[config.mk]
export PLATFORM = sky130hd
export DESIGN_NAME = cau_queue
export DESIGN_NICKNAME = d
export VERILOG_FILES = /design/src/rtl/cau_pkg.sv /design/src/rtl/cau_queue.sv
export SDC_FILE = /design/constraint.sdc
export NUM_CORES = 1
export LEC_CHECK = 0
export BUFFER_PORTS_ARGS = -buffer_cell sky130_fd_sc_hd__buf_2
export CAP_MARGIN = 25
export CORE_MARGIN = 2
export CORE_UTILIZATION = 40
export DETAILED_ROUTE_END_ITERATION = 12
export PLACE_DENSITY = 0.63
export SLEW_MARGIN = 30
export SYNTH_ARGS = -nofsm -noshare
export SYNTH_HDL_FRONTEND = slang
export SYNTH_SLANG_ARGS = --single-unit
export TNS_END_PERCENT = 5
[constraint.sdc]
create_clock -name clk -period 5.5 [get_ports clk]
set_input_delay 0 -clock clk [delete_from_list [all_inputs] [get_ports clk]]
set_output_delay 0 -clock clk [all_outputs]
set_load 0.005 [all_outputs]
[src/rtl/cau_pkg.sv]
package cau_pkg;

  localparam int DATA_WIDTH = 16;
  localparam int FRAC_BITS  = 8;
  // product, final value, scaled numerator and quotient widths
  localparam int PW = 2 * DATA_WIDTH;
  localparam int VW = 2 * DATA_WIDTH + 2;
  localparam int MW = 2 * DATA_WIDTH + FRAC_BITS;
  localparam int QW = DATA_WIDTH;

  localparam logic [2:0] CMD_ADD  = 3'd0;
  localparam logic [2:0] CMD_SUB  = 3'd1;
  localparam logic [2:0] CMD_MUL  = 3'd2;
  localparam logic [2:0] CMD_DIV  = 3'd3;
  localparam logic [2:0] CMD_CONJ = 3'd4;

  typedef enum logic [2:0] {
    OP_ADD,
    OP_SUB,
    OP_MUL,
    OP_DIV,
    OP_CONJ,
    OP_NONE
  } op_t;

  typedef struct packed {
    logic [2:0]                   cmd;
    logic signed [DATA_WIDTH-1:0] a_re;
    logic signed [DATA_WIDTH-1:0] a_im;
    logic signed [DATA_WIDTH-1:0] b_re;
    logic signed [DATA_WIDTH-1:0] b_im;
  } req_t;

  typedef struct packed {
    logic signed [DATA_WIDTH-1:0] res_re;
    logic signed [DATA_WIDTH-1:0] res_im;
    logic                         overflow;
    logic                         div_by_zero;
  } rsp_t;

  typedef struct packed {
    op_t                          op;
    logic signed [DATA_WIDTH-1:0] a_re;
    logic signed [DATA_WIDTH-1:0] a_im;
    logic signed [DATA_WIDTH-1:0] b_re;
    logic signed [DATA_WIDTH-1:0] b_im;
  } item_t;

endpackage

[src/rtl/cau_queue.sv]
module cau_queue #(
  parameter int DEPTH = 4
) (
  input  logic           clk,
  input  logic           rst,
  input  logic           push,
  input  cau_pkg::item_t wdata,
  output logic           full,
  input  logic           pop,
  output logic           nonempty,
  output cau_pkg::item_t rdata
);
  import cau_pkg::*;

  localparam int AW = (DEPTH > 1) ? $clog2(DEPTH) : 1;

  item_t          mem [DEPTH];
  logic [AW-1:0]  wptr;
  logic [AW-1:0]  rptr;
  logic [AW:0]    count;
  logic           do_push;
  logic           do_pop;

  assign full     = (count == (AW+1)'(DEPTH));
  assign nonempty = (count != '0);
  assign do_push  = push && !full;
  assign do_pop   = pop && nonempty;
  assign rdata    = mem[rptr];

  always_ff @(posedge clk) begin
    if (rst) begin
      wptr  <= '0;
      rptr  <= '0;
      count <= '0;
    end else begin
      if (do_push) begin
        wptr <= (wptr == AW'(DEPTH - 1)) ? '0 : wptr + 1'b1;
      end
      if (do_pop) begin
        rptr <= (rptr == AW'(DEPTH - 1)) ? '0 : rptr + 1'b1;
      end
      count <= count + (AW+1)'(do_push) - (AW+1)'(do_pop);
    end
  end

  always_ff @(posedge clk) begin
    if (do_push) begin
      mem[wptr] <= wdata;
    end
  end

endmodule

; Word level (Yosys, flattened, before mapping)
; Memory sizes are Yosys's and may differ from the RTL's. A register that Yosys moved wholly into a read port is not among the register bits.
; Cells that the tools add are included.
[totals]
mem_count = 1
word_cells = 21
rom_bits = 0
input_bits = 71
out_inout_bits = 69
latch_bits = 0
ram_bits = 268
regBits = 7
[classes]
div_mod_pow = 0
n_reduce_logical = 4
magnitude_cmp = 0
n_addsub = 4
bitwise = 0
mux = 6
n_mul = 0
shift = 0
n_eq_ne = 3
[memory_table]
columns = name, words, width, read_ports, rd_clocked_by_memory_dff, write_ports, line
row1 = mem, 4, 67, 1, 1, 1, cau_queue.sv:17  ; item_t mem [DEPTH];
[ops]
columns = op, count
row1 = 2-bit two-way mux, 4
row2 = "2-bit by 1-bit adder with 2-bit output, second input constant", 2
row3 = "2-bit equality test, second input constant", 2
row4 = 3-bit by 1-bit adder with 3-bit output, 1
row5 = "3-bit equality test, second input constant", 1
row6 = 3-bit nonzero test, 1
row7 = 3-bit by 1-bit subtractor with 3-bit output, 1
row8 = 1-bit logical AND, 2
row9 = 1-bit two-way mux, 2
row10 = 1-bit logical NOT, 1

; Logic depth before layout (Yosys ltp)
[depth]
depth_word = 5
mapped_depth = 12
ltp_nobuf = 11

; Least setup slack after synthesis
; OpenSTA, ideal clock, no wires.
[synth_timing]
path_kind = reg2reg
start = register count[1]
end = register count[2]
path_buffers = 1
setup_time_ns = 0.078
arrival_time_ns = 2.236
required_ns = 5.422
synth_period_minus_slack_ns = 2.313
stages_incl_launch_ff = 13
setup_slack_ns = 3.187
path_cell_list = dfxtp_1 -> or3b_1 -> buf_6 -> and2_4 -> inv_1 -> ha_1 -> inv_1 -> ha_1 -> inv_1 -> fa_1 -> xor2_1 -> and2_1 -> nor3_1
[synth_via]
elab_chain_len = 5
word_cells_on_any_way = 7
classes_between = add/sub: 2 / eq/ne: 1 / reduce/logical: 4
[synth_rtl]
columns = item, line
row1 = start: declaration, cau_queue.sv:20  ; logic [AW:0] count;
row2 = start signal: assignment, cau_queue.sv:42  ; count <= count + (AW+1)'(do_push) - (AW+1)'(do_pop);
row3 = 3-bit equality test, cau_queue.sv:24  ; assign full = (count == (AW+1)'(DEPTH));
row4 = 1-bit logical NOT, cau_queue.sv:26  ; assign do_push = push && !full;
row5 = 1-bit logical AND, cau_queue.sv:26
row6 = 3-bit by 1-bit adder with 3-bit output, cau_queue.sv:42
row7 = 3-bit by 1-bit subtractor with 3-bit output (*), cau_queue.sv:42
; Every way passes the cells marked *; elsewhere a longest branch is shown, timed or not.
; A chain may end at the register's enable or synchronous reset.

==> impl_summary.txt <==
----------------------------------------------------
[Floorplan]
  Die height ... 163 um
  Area inside the core boundary ... 25,100 sq um
  DIE AREA ... around 27,000 sq um
  Std-Cell Rows ... 58
  Die Wd ... 163 um
  Initial standard-cell utilization of the core ... 40.5%
  I/O pin cnt ... 140

[Critical path]
  Largest driver fanout on the critical path ... 38
  Worst setup SP type ... flip-flop
  Critical path data required time ... 5500 ps
  Crit path arrival time ... 2810 ps
  Category of the critical setup timing path ... flip-flop to primary output
  Cell chain of the critical path ... buf_4 > mux4_2 > buf_2
  Slowest stage delay, CP ... between 700 and 800 ps
  Worst R2R Setup Slack ... 2920 ps
  Capturing element type of the critical path ... primary output
  Reg-to-reg critical path endpoint ... count[2]
  Cell with the biggest individual delay on the critical path ... sky130_fd_sc_hd__dfxtp_4
  Critical path destination ... rdata[64]
  Worst-case reg-to-reg path depth ... 11
  R2r startpoint ... count[1]

[Clock tree]
  Number of H-tree branching levels ... 1
  Maximum buffer depth of the clock tree ... 3
  Clock Sink Count ... ~280
  Worst-Skew Late Latency ... 520 ps
  CTS buffer count ... 29
  Clock transition at the registers of the reported paths ... 60 ps
  Root cell of the clock tree ... sky130_fd_sc_hd__clkbuf_16
  TritonCTS clock tree ... yes

[Outcome]
  Run status ... finished, final reports clean

[Cells and area]
  Post-layout nets ... 709
  Fraction of layout cells with a size suffix above 1 ... 39.4%
  Area delta synth->final ... 26.2%
  Core utilization of the finished layout ... 51.1%

[STA]
  RSZ-0062 raised after global routing ... no
  Worst clock skew ... 6.46 ps
  Tightest Pin Transition ... 787 ps
  Worst Hold Slack ... 226 ps
  Count of final setup violators ... 0
  Rel. slew slack ... between 40% and 50%
  Tmin final ... between 2000 and 3000 ps
  Final Max Tran Viols ... 0
  Minimum setup slack in the final design ... 2690 ps
  Final period utilization ... 51.0%
  Highest attainable clock frequency ... around 360 MHz
  Final setup TNS ... 0 ps
  Hold violation total from the final report ... 0

[Place]
  Worst slack after detailed placement ... about 3000 ps
  Quantity of I/O buffers inserted on ports ... 139
  Gp weighted congestion ... 0.739
  Half-perimeter wire length after placement ... 10,900 um

[Route]
  Routed wl met3 ... 981 um
  Met1 routed wirelength after detailed routing ... 7670 um
  Topmost layer with routed signal wires ... met4
  DR WL met2 ... 9550 um
  Remaining antenna violation count ... 0
  Number of DRC violations after detailed-routing iteration 0 ... 307
  Average via count per standard cell ... about 5
  Sum of routed wire length over all layers ... 18,700 um
  1st-pass router iterations ... 4
  Average wire per cell in the routed design ... 19.1 um
  Number of remaining DRC errors ... 0
  Number of vias after detailed routing ... 4,855

[Logic synthesis]
  Area share of the largest cell type after synthesis ... 79.1%
  Synthesized area divided by synthesized cell count ... 25.4 sq um
  Synthesized netlist net count ... between 400 and 500
  Most common cell in the netlist ... sky130_fd_sc_hd__edfxtp_1
  Top cell type by total area after synthesis ... sky130_fd_sc_hd__edfxtp_1
  Leading post-synthesis cells by instance count ... 268 x sky130_fd_sc_hd__edfxtp_1, 67 x sky130_fd_sc_hd__mux4_2, 9 x sky130_fd_sc_hd__dfxtp_1
  Synthesis warning total ... 0
  Post-synthesis cell type count ... 29
  Register bit total from synthesis ... 277
  Mapped Area ... about 10,000 sq um
  Number of enable-type register cells in the synthesized netlist ... 268
  Fraction of synthesis flops using an asynchronous set or reset pin ... 0%
  Synth top area cells ... sky130_fd_sc_hd__edfxtp_1 79%, sky130_fd_sc_hd__mux4_2 15%, sky130_fd_sc_hd__dfxtp_1 1.8%
  Syn Inst Count ... 401
  Register area share after synthesis ... 80.9%
  Synth Flop Type ... sky130_fd_sc_hd__edfxtp_1

[GRT]
  Total gr overflow ... 0
  Pin count of the biggest net entering global routing ... 39
  First-pass GRT wire length ... roughly 29,000 um
  Initial antenna violation count ... 1
  Vias in the first global route ... approximately 5,400
  GR Util All Layers ... 14.1%

[Power and ir drop]
  Final Power ... 5480 uW
  Cell area power density ... 427 nW/um^2
  Maximum vdd ir drop ... ~0.00037 V
  Leakage dissipation ... 0.00435 uW

[Flow run]
  Max cap viols ... 0

[Hold path]
  Type of the worst min-delay path ... input port to flip-flop

----------------------------------------------------
[through the flow]
step / instances / instance area, sq um
CTS: 980 / 12800
detailed placement: 859 / 11300
finish: 981 / 12800
floorplan: 401 / 10200
global route: 980 / 12800
global placement: 854 / 11200
[cell type report]
type	instances	area [sq um]
fill	2046	12300
sequential	277	8240
multi-input combinational	100	1800
timing repair buffer	215	1540
clock buffer	41	771
tap	330	413
clock inverter	10	56.3
inverter	7	26.3
antenna	1	2.50
[flip-flops by register name, summed over array words and instances, names as in the netlist, named ones only]
name / count
mem: 268
count: 3
rptr: 2
wptr: 2
[worst min-delay path by stage]
| stage | startpoint | end | depth (start not counted) |
|---|---|---|---|
| 2_1_floorplan | wdata[0] | mem[0][0] | 0 |
| 4_1_cts | wdata[61] | mem[2][61] | 2 |
| 5_1_grt | wdata[61] | mem[2][61] | 2 |
| 3_3_place_gp | wdata[9] | mem[0][9] | 1 |
| 3_5_place_dp | wdata[13] | mem[3][13] | 1 |
| 6_report | wdata[65] | mem[2][65] | 2 |
[what timing repair did]
action / in CTS / in global routing
setup endpoints to repair: 0 / 0
buffers inserted: 0 / 0
gates resized for setup: 0 / 0
hold buffers: 70 / 0
hold endpoints to repair: 277 / 0
[power breakdown]
group          total (uW)  internal (uW)  switching, uW
clock                1700            971            730
sequential           2700           2580            120
combinational        1080            589            487
[critical path: cells and delay by family, from the launching register on]
| family | cells | cell delay, ps |
|---|---|---|
| buf+inv | 2 | 890 |
| flops | 1 | 750 |
| mux | 1 | 620 |
[logic make-up after synthesis]
group,share of synthesized area [%]
flip-flops,80.9
multiplexers,14.9
buffers and inverters,1.60
AND/OR/NAND/NOR,1.07
adder cells (fa/ha/maj),1.06
AO/OA/AOI/OAI,0.369
XOR/XNOR,0.0861
[routing by layer]
layer | track usage, % | up-vias
met5 | 0 | -
met4 | 4.15 | 0
met3 | 2.89 | 45
met2 | 24.7 | 126
met1 | 17.7 | 2516
li1 | - | 2168
[layout by cell type, fill, tap and decap left out, types with 2 or more instances in the layout]
| master | n |
|---|---|
| sky130_fd_sc_hd__edfxtp_1 | 268 |
| sky130_fd_sc_hd__buf_2 | 139 |
| sky130_fd_sc_hd__dlygate4sd3_1 | 70 |
| sky130_fd_sc_hd__mux4_2 | 67 |
| sky130_fd_sc_hd__clkbuf_16 | 29 |
| sky130_fd_sc_hd__clkbuf_1 | 12 |
| sky130_fd_sc_hd__inv_1 | 7 |
| sky130_fd_sc_hd__ha_1 | 7 |
| sky130_fd_sc_hd__dfxtp_1 | 7 |
| sky130_fd_sc_hd__buf_16 | 5 |
| sky130_fd_sc_hd__and3_4 | 4 |
| sky130_fd_sc_hd__clkinv_1 | 4 |
| sky130_fd_sc_hd__nor2_1 | 3 |
| sky130_fd_sc_hd__clkinv_2 | 3 |
| sky130_fd_sc_hd__nor3_1 | 2 |
| sky130_fd_sc_hd__nand3_1 | 2 |
| sky130_fd_sc_hd__a21oi_1 | 2 |
| sky130_fd_sc_hd__dfxtp_4 | 2 |
| sky130_fd_sc_hd__clkinvlp_4 | 2 |
No activity file was read; power rests on OpenSTA's default activity.
